<file path="src/rtl/page_table_walk_map_translate_assert.svh">
// Assertion helpers for the page table engine.
// Both expect i_clk and i_rst_n in the module that uses them.
`ifndef PAGE_TABLE_WALK_MAP_TRANSLATE_ASSERT_SVH
`define PAGE_TABLE_WALK_MAP_TRANSLATE_ASSERT_SVH

// Same-cycle implication.
`define PTW_ASSERT_NOW(lbl, ante, cons, msg) \
    lbl: assert property (@(posedge i_clk) disable iff (!i_rst_n) (ante) |-> (cons)) \
        else $error(msg);

// Next-cycle implication.
`define PTW_ASSERT_NEXT(lbl, ante, cons, msg) \
    lbl: assert property (@(posedge i_clk) disable iff (!i_rst_n) (ante) |=> (cons)) \
        else $error(msg);

`endif

</file>
<file path="src/rtl/ptw_pkg.sv">
package ptw_pkg;

    localparam int POOL_PAGES_DEF    = 64;
    localparam int ENTRIES_PER_TABLE = 512;
    localparam int IDX_W             = 9;
    localparam int ADDR_W            = 48;
    localparam int ENTRY_W           = 64;
    localparam int FLAG_W            = 12;
    localparam int FRAME_W           = ADDR_W - FLAG_W;
    localparam int PERM_W            = 3;
    localparam int CFG_IDX_W         = 2;

    // configuration register indexes
    localparam logic [CFG_IDX_W-1:0] CFG_POOL_BASE  = 2'd0;
    localparam logic [CFG_IDX_W-1:0] CFG_LEAF_ATTR  = 2'd1;
    localparam logic [CFG_IDX_W-1:0] CFG_TABLE_FLAG = 2'd2;

    localparam logic [ADDR_W-1:0]  POOL_BASE_RST  = '0;
    localparam logic [ENTRY_W-1:0] LEAF_ATTR_RST  = 64'd1031;
    localparam logic [FLAG_W-1:0]  TABLE_FLAG_RST = 12'd3;

    // result status codes
    localparam logic [1:0] ST_OK    = 2'd0;
    localparam logic [1:0] ST_FAULT = 2'd1;
    localparam logic [1:0] ST_FULL  = 2'd2;

    localparam int PERM_WR_BIT = 1;
    localparam int LEAF_AF_BIT = 6;
    localparam int LEAF_RO_BIT = 7;

    localparam logic [1:0] LVL_LEAF = 2'd3;
    localparam logic [1:0] LVL_LAST = 2'd2;

    typedef struct packed {
        logic              func;
        logic [ADDR_W-1:0] vaddr;
        logic [ADDR_W-1:0] paddr;
        logic [PERM_W-1:0] permission;
    } t_ptw_in;

    typedef struct packed {
        logic [ADDR_W-1:0] result_addr;
        logic [1:0]        status;
    } t_ptw_out;

    typedef struct packed {
        logic       clr_step;
        logic       load;
        logic [1:0] level;
        logic       alloc;
        logic       take_ptr;
        logic       leaf_wr;
        logic       set_res;
        logic [1:0] res_status;
        logic       res_leaf;
        logic       push;
    } t_ptw_cmd;

    typedef struct packed {
        logic clr_done;
        logic ent_zero;
        logic ptr_bad;
        logic pool_full;
        logic is_xlate;
        logic out_free;
    } t_ptw_sts;

endpackage

</file>
<file path="src/rtl/ptw_ctrl.sv">
`include "page_table_walk_map_translate_assert.svh"

module ptw_ctrl (
    input  logic              i_clk,
    input  logic              i_rst_n,
    input  logic              i_in_valid,
    input  ptw_pkg::t_ptw_sts i_sts,
    output ptw_pkg::t_ptw_cmd o_cmd,
    output logic              o_idle
);
    import ptw_pkg::*;

    localparam logic [2:0] S_CLEAR  = 3'd0;
    localparam logic [2:0] S_IDLE   = 3'd1;
    localparam logic [2:0] S_READ   = 3'd2;
    localparam logic [2:0] S_CHECK  = 3'd3;
    localparam logic [2:0] S_WRLEAF = 3'd4;
    localparam logic [2:0] S_LEAF   = 3'd5;
    localparam logic [2:0] S_DONE   = 3'd6;

    logic [2:0] r_state, n_state;
    logic [1:0] r_level, n_level;
    t_ptw_cmd   cmd;

    always_comb begin
        logic       adv;
        logic       fin;
        logic [1:0] fin_st;
        adv     = 1'b0;
        fin     = 1'b0;
        fin_st  = ST_OK;
        n_state = r_state;
        n_level = r_level;
        cmd       = '0;
        cmd.level = r_level;
        case (r_state)
            S_CLEAR: begin
                cmd.clr_step = 1'b1;
                if (i_sts.clr_done) begin
                    n_state = S_IDLE;
                end
            end
            S_IDLE: begin
                if (i_in_valid) begin
                    cmd.load = 1'b1;
                    n_level  = '0;
                    n_state  = S_READ;
                end
            end
            S_READ: begin
                n_state = (r_level == LVL_LEAF) ? S_LEAF : S_CHECK;
            end
            S_CHECK: begin
                if (i_sts.ent_zero) begin
                    if (i_sts.is_xlate) begin
                        fin    = 1'b1;
                        fin_st = ST_FAULT;
                    end else if (i_sts.pool_full) begin
                        fin    = 1'b1;
                        fin_st = ST_FULL;
                    end else begin
                        cmd.alloc = 1'b1;
                        adv       = 1'b1;
                    end
                end else if (i_sts.ptr_bad) begin
                    fin    = 1'b1;
                    fin_st = ST_FAULT;
                end else begin
                    cmd.take_ptr = 1'b1;
                    adv          = 1'b1;
                end
            end
            S_WRLEAF: begin
                cmd.leaf_wr = 1'b1;
                fin         = 1'b1;
            end
            S_LEAF: begin
                cmd.res_leaf = 1'b1;
                fin          = 1'b1;
            end
            S_DONE: begin
                if (i_sts.out_free) begin
                    cmd.push = 1'b1;
                    n_state  = S_IDLE;
                end
            end
            default: begin
                n_state = S_IDLE;
            end
        endcase

        if (adv) begin
            if (r_level == LVL_LAST) begin
                n_level = LVL_LEAF;
                n_state = i_sts.is_xlate ? S_READ : S_WRLEAF;
            end else begin
                n_level = r_level + 2'd1;
                n_state = S_READ;
            end
        end
        if (fin) begin
            cmd.set_res    = 1'b1;
            cmd.res_status = fin_st;
            n_state        = S_DONE;
        end
    end

    always_ff @(posedge i_clk) begin
        if (!i_rst_n) begin
            r_state <= S_CLEAR;
            r_level <= '0;
        end else begin
            r_state <= n_state;
            r_level <= n_level;
        end
    end

    assign o_cmd  = cmd;
    assign o_idle = (r_state == S_IDLE);

    `PTW_ASSERT_NOW(a_check_not_leaf, r_state == S_CHECK, r_level != LVL_LEAF, "check at leaf level")
    `PTW_ASSERT_NEXT(a_accept_walks, (r_state == S_IDLE) && i_in_valid, r_state == S_READ, "accepted word not walked")
    `PTW_ASSERT_NEXT(a_clear_ends, (r_state == S_CLEAR) && i_sts.clr_done, r_state == S_IDLE, "clear pass did not end")

endmodule

</file>
<file path="config.mk">
export PLATFORM = sky130hd
export DESIGN_NAME = ptw_ctrl
export DESIGN_NICKNAME = d
export VERILOG_FILES = /design/src/rtl/ptw_pkg.sv /design/src/rtl/ptw_ctrl.sv
export VERILOG_INCLUDE_DIRS = /design/src /design/src/rtl
export SDC_FILE = /design/constraint.sdc
export NUM_CORES = 1
export LEC_CHECK = 0
export BUFFER_PORTS_ARGS = -buffer_cell sky130_fd_sc_hd__buf_2
export CAP_MARGIN = 10
export CORE_AREA = 2 2 39 41
export DETAILED_ROUTE_END_ITERATION = 6
export DIE_AREA = 0 0 41 43
export GPL_TIMING_DRIVEN = 0
export MAX_ROUTING_LAYER = met4
export PLACE_DENSITY = 0.61
export SYNTH_ARGS = -nofsm -noshare
export SYNTH_HDL_FRONTEND = slang
export SYNTH_SLANG_ARGS = --single-unit
</file>
<file path="constraint.sdc">
create_clock -name i_clk -period 2.4 [get_ports i_clk]
set_input_delay 0.24 -clock i_clk [delete_from_list [all_inputs] [get_ports i_clk]]
set_output_delay 0.24 -clock i_clk [all_outputs]
set_load 0.02 [all_outputs]
</file>
==> flow_summary.ini <==
[run_status]
status = completed

[sta]
period_needed_ns = 1.65
hold_ws_ns = 0.285
slew_headroom_pct = 79.3
period_share_pct = 68.8
setup-violations-final = 0
fin_skew_ns = 0.000942
max_freq_mhz = 606
rsz0062_at_grt = false
setup_tns_ns = 0
worst_slew_pin_slew_ns = 0.308
finalHoldViolCount = 0
drv_slew = 0

[floorplan]
fp.dieW_um = 41
io_pins = 22
num_rows = 14
die-area_sq_um = 1760
coreArea_sq_um = 1380
start_util_pct = 31.2
die-height_um = 43

[grt]
grt_max_degree = 11
grt_pass1_vias = 400
overflow = 0
antenna_found_initial = 0
grt_usage_pct = 13.1
grt_pass1_wl_mm = 1.52

[critical_path]
crit_chain = buf_2 > nand3b_2 > nor2_1 > and3_2 > buf_2
crit_path_frequent_cell = buf_2
rr_worst_depth = 4
cpLargestDelayFamily = simple AND/OR/NAND/NOR gates
crit_required_ns = 2.16
crit_path_max_fanout = 10
arrival_ns = 1.41
slowest_stage = dfxtp_1
startpoint = r_state[0]
path_class = flip-flop to primary output
cp_num_buf_inv = 2
cp_slowest_stage_delay_ns = 0.31
rr_startpoint = r_state[0]
critPathCaptureType = primary output
critPathLaunchType = flip-flop
r2r-end = r_level[0]
ff2ff_setup_slack_ns = 1.05

[synth]
seq_area_frac_synth_pct = 23.2
synth_area_leaders = dfxtp_1 23%, nor2_1 6.1%, ha_1 5.8%
syn-cell-area_sq_um = 432
synth_common_cells = 7 x nor2_1, 6 x inv_1, 5 x dfxtp_1
syn_inst = 57
synth_cell_type_count = 30
synth_seq_cells = 5
ys.flop_type = dfxtp_1
yosysMostFrequentCell = nor2_1
yosys.area.top_type_share_pct = 23.2
syn_nets = 68
async_flop_share_pct = 0
synth-edff-count = 0
synth_area_leader_cell = dfxtp_1
syn_area_per_cell_sq_um = 7.57
yosysWarnings = 0

[run]
cap_violations = 0

[clock_network]
clock_sinks = 5
cts_made_buffers = 3
clk_path_buf_depth = 2
cts_setup_buffers = 0
tritoncts = yes
clkTransAtPathRegs_ns = 0.04
root_buffer = clkbuf_4
cts_resized = 0
clkLatencyLatePin_ns = 0.24
cts_hold_buf = 0
htreeDepth = 1

[cells_and_area]
final_util_pct = 42.1
diodes = 0
area_growth_pct = 35.1
layout.nets = 94
fin_area_sq_um = 583
drive_above_1_share_pct = 36.6

[drt]
drtIter0Drc = 6
viasPerCell = 4.88
wl_per_cell_um = 10.1
drtPass1Iterations = 4
drt_wl_total_um = 991
route.vias.total = 478
ant_nets = 0
drc_errors = 0

[hold_path]
whs_path_depth = 2
hold_end = r_level[1]
hp-start = i_rst_n
hold_class = input port to flip-flop

[power]
netSwitchingFraction_pct = 46.0
p_int_w = 0.000316
p_clk_share_pct = 16.1
ir_drop_mv = 0.451
power.switching_w = 0.000268
cellPowerDensity_nw_per_um2 = 1000
leakagePower_nw = 0.314
pwr-share-comb_pct = 63.5
pwr-share-seq_pct = 20.5

[placed_design]
dpl_cell_area_sq_um = 557
numPortBuffers = 21
gp_congestion = 0.792
dp_hpwl_um = 786
[area by class of cell]
type,instances,area (sq um)
Buffer,3,15.0
Sequential cell,5,100
Tap cell,16,20.0
Inverter,6,22.5
Fill cell,166,801
Timing Repair Buffer,21,105
Clock buffer,4,26.3
Multi-Input combinational cell,43,294
[cell families after synthesis]
| family | share of synthesized area (%) |
|---|---|
| flip-flops | 23.2 |
| buffers and inverters | 8.69 |
| AO/OA/AOI/OAI | 26.1 |
| multiplexers | 4.64 |
| AND/OR/NAND/NOR | 31.6 |
| adder cells (fa/ha/maj) | 5.80 |
[routing by layer]
layer / routed length, um / part of all wire (%) / vias up / GRT usage [%]
li1: - / - / 256 / -
met1: 448 / 45 / 210 / 15.4
met2: 484 / 49 / 12 / 19.1
met3: 57 / 5.8 / 0 / 3.14
met4: 0 / 0 / 0 / 8.00
met5: 0 / 0 / - / -
[per-stage QoR]
| stage | setup slack [ns] | std cells | total power [W] |
|---|---|---|---|
| after global placement | 0.995 | 94 | 0.000492 |
| after detailed placement | 0.981 | 94 | 0.000492 |
| after CTS | 0.720 | 98 | 0.000591 |
| after global routing | 0.575 | 98 | 0.000641 |
| final | 0.749 | 98 | 0.000584 |
| after floorplan | 0.791 | 57 | 0.000397 |
[worst register-to-register path, delay by kind of cell (launching register included)]
family          cells  cell delay (ns)
buf+inv             1             0.20
flops               1             0.31
simple gates        1             0.17
compound gates      2             0.55
[flip-flops by register name (all words and copies together), names as in the netlist]
| register | cells |
|---|---|
| r_level | 2 |
| r_state | 3 |
[worst max-delay path by stage]
stage,endpoint,depth (start not counted)
floorplan,o_cmd[7],3
global placement,o_cmd[3],5
detailed placement,o_cmd[3],5
CTS,o_cmd[3],5
global route,o_cmd[3],5
finish,o_cmd[3],5
[power by group through the flow]
stage	Clock, W	Combinational, W	Sequential (W)
floorplan	0	0.000277	0.000120
finish	0.0000938	0.000371	0.000120
detailed placement	0	0.000370	0.000122
global placement	0	0.000372	0.000120
CTS	0.000101	0.000370	0.000120
global route	0.000107	0.000410	0.000124
[placed cells by master, fill, tap and decap left out]
master,count
o22ai_1,1
o311a_1,1
o2111a_1,1
and2_1,1
o31ai_1,1
and3_1,1
dfxtp_1,5
clkbuf_1,1
clkbuf_4,3
inv_1,6
nand2_1,1
buf_2,24
or4bb_1,1
ha_1,2
a31oi_1,1
mux2i_1,2
a311o_1,1
nor3b_1,1
nor3_1,3
nand3b_1,1
o21ai_0,3
a21o_2,1
and3_2,1
nor2b_1,1
or2_1,1
nand3b_2,1
o21bai_1,1
nand2b_1,2
nor2_1,7
nor4b_1,1
a21oi_1,4
o2bb2a_1,1
(Power assumes the default switching activity.)
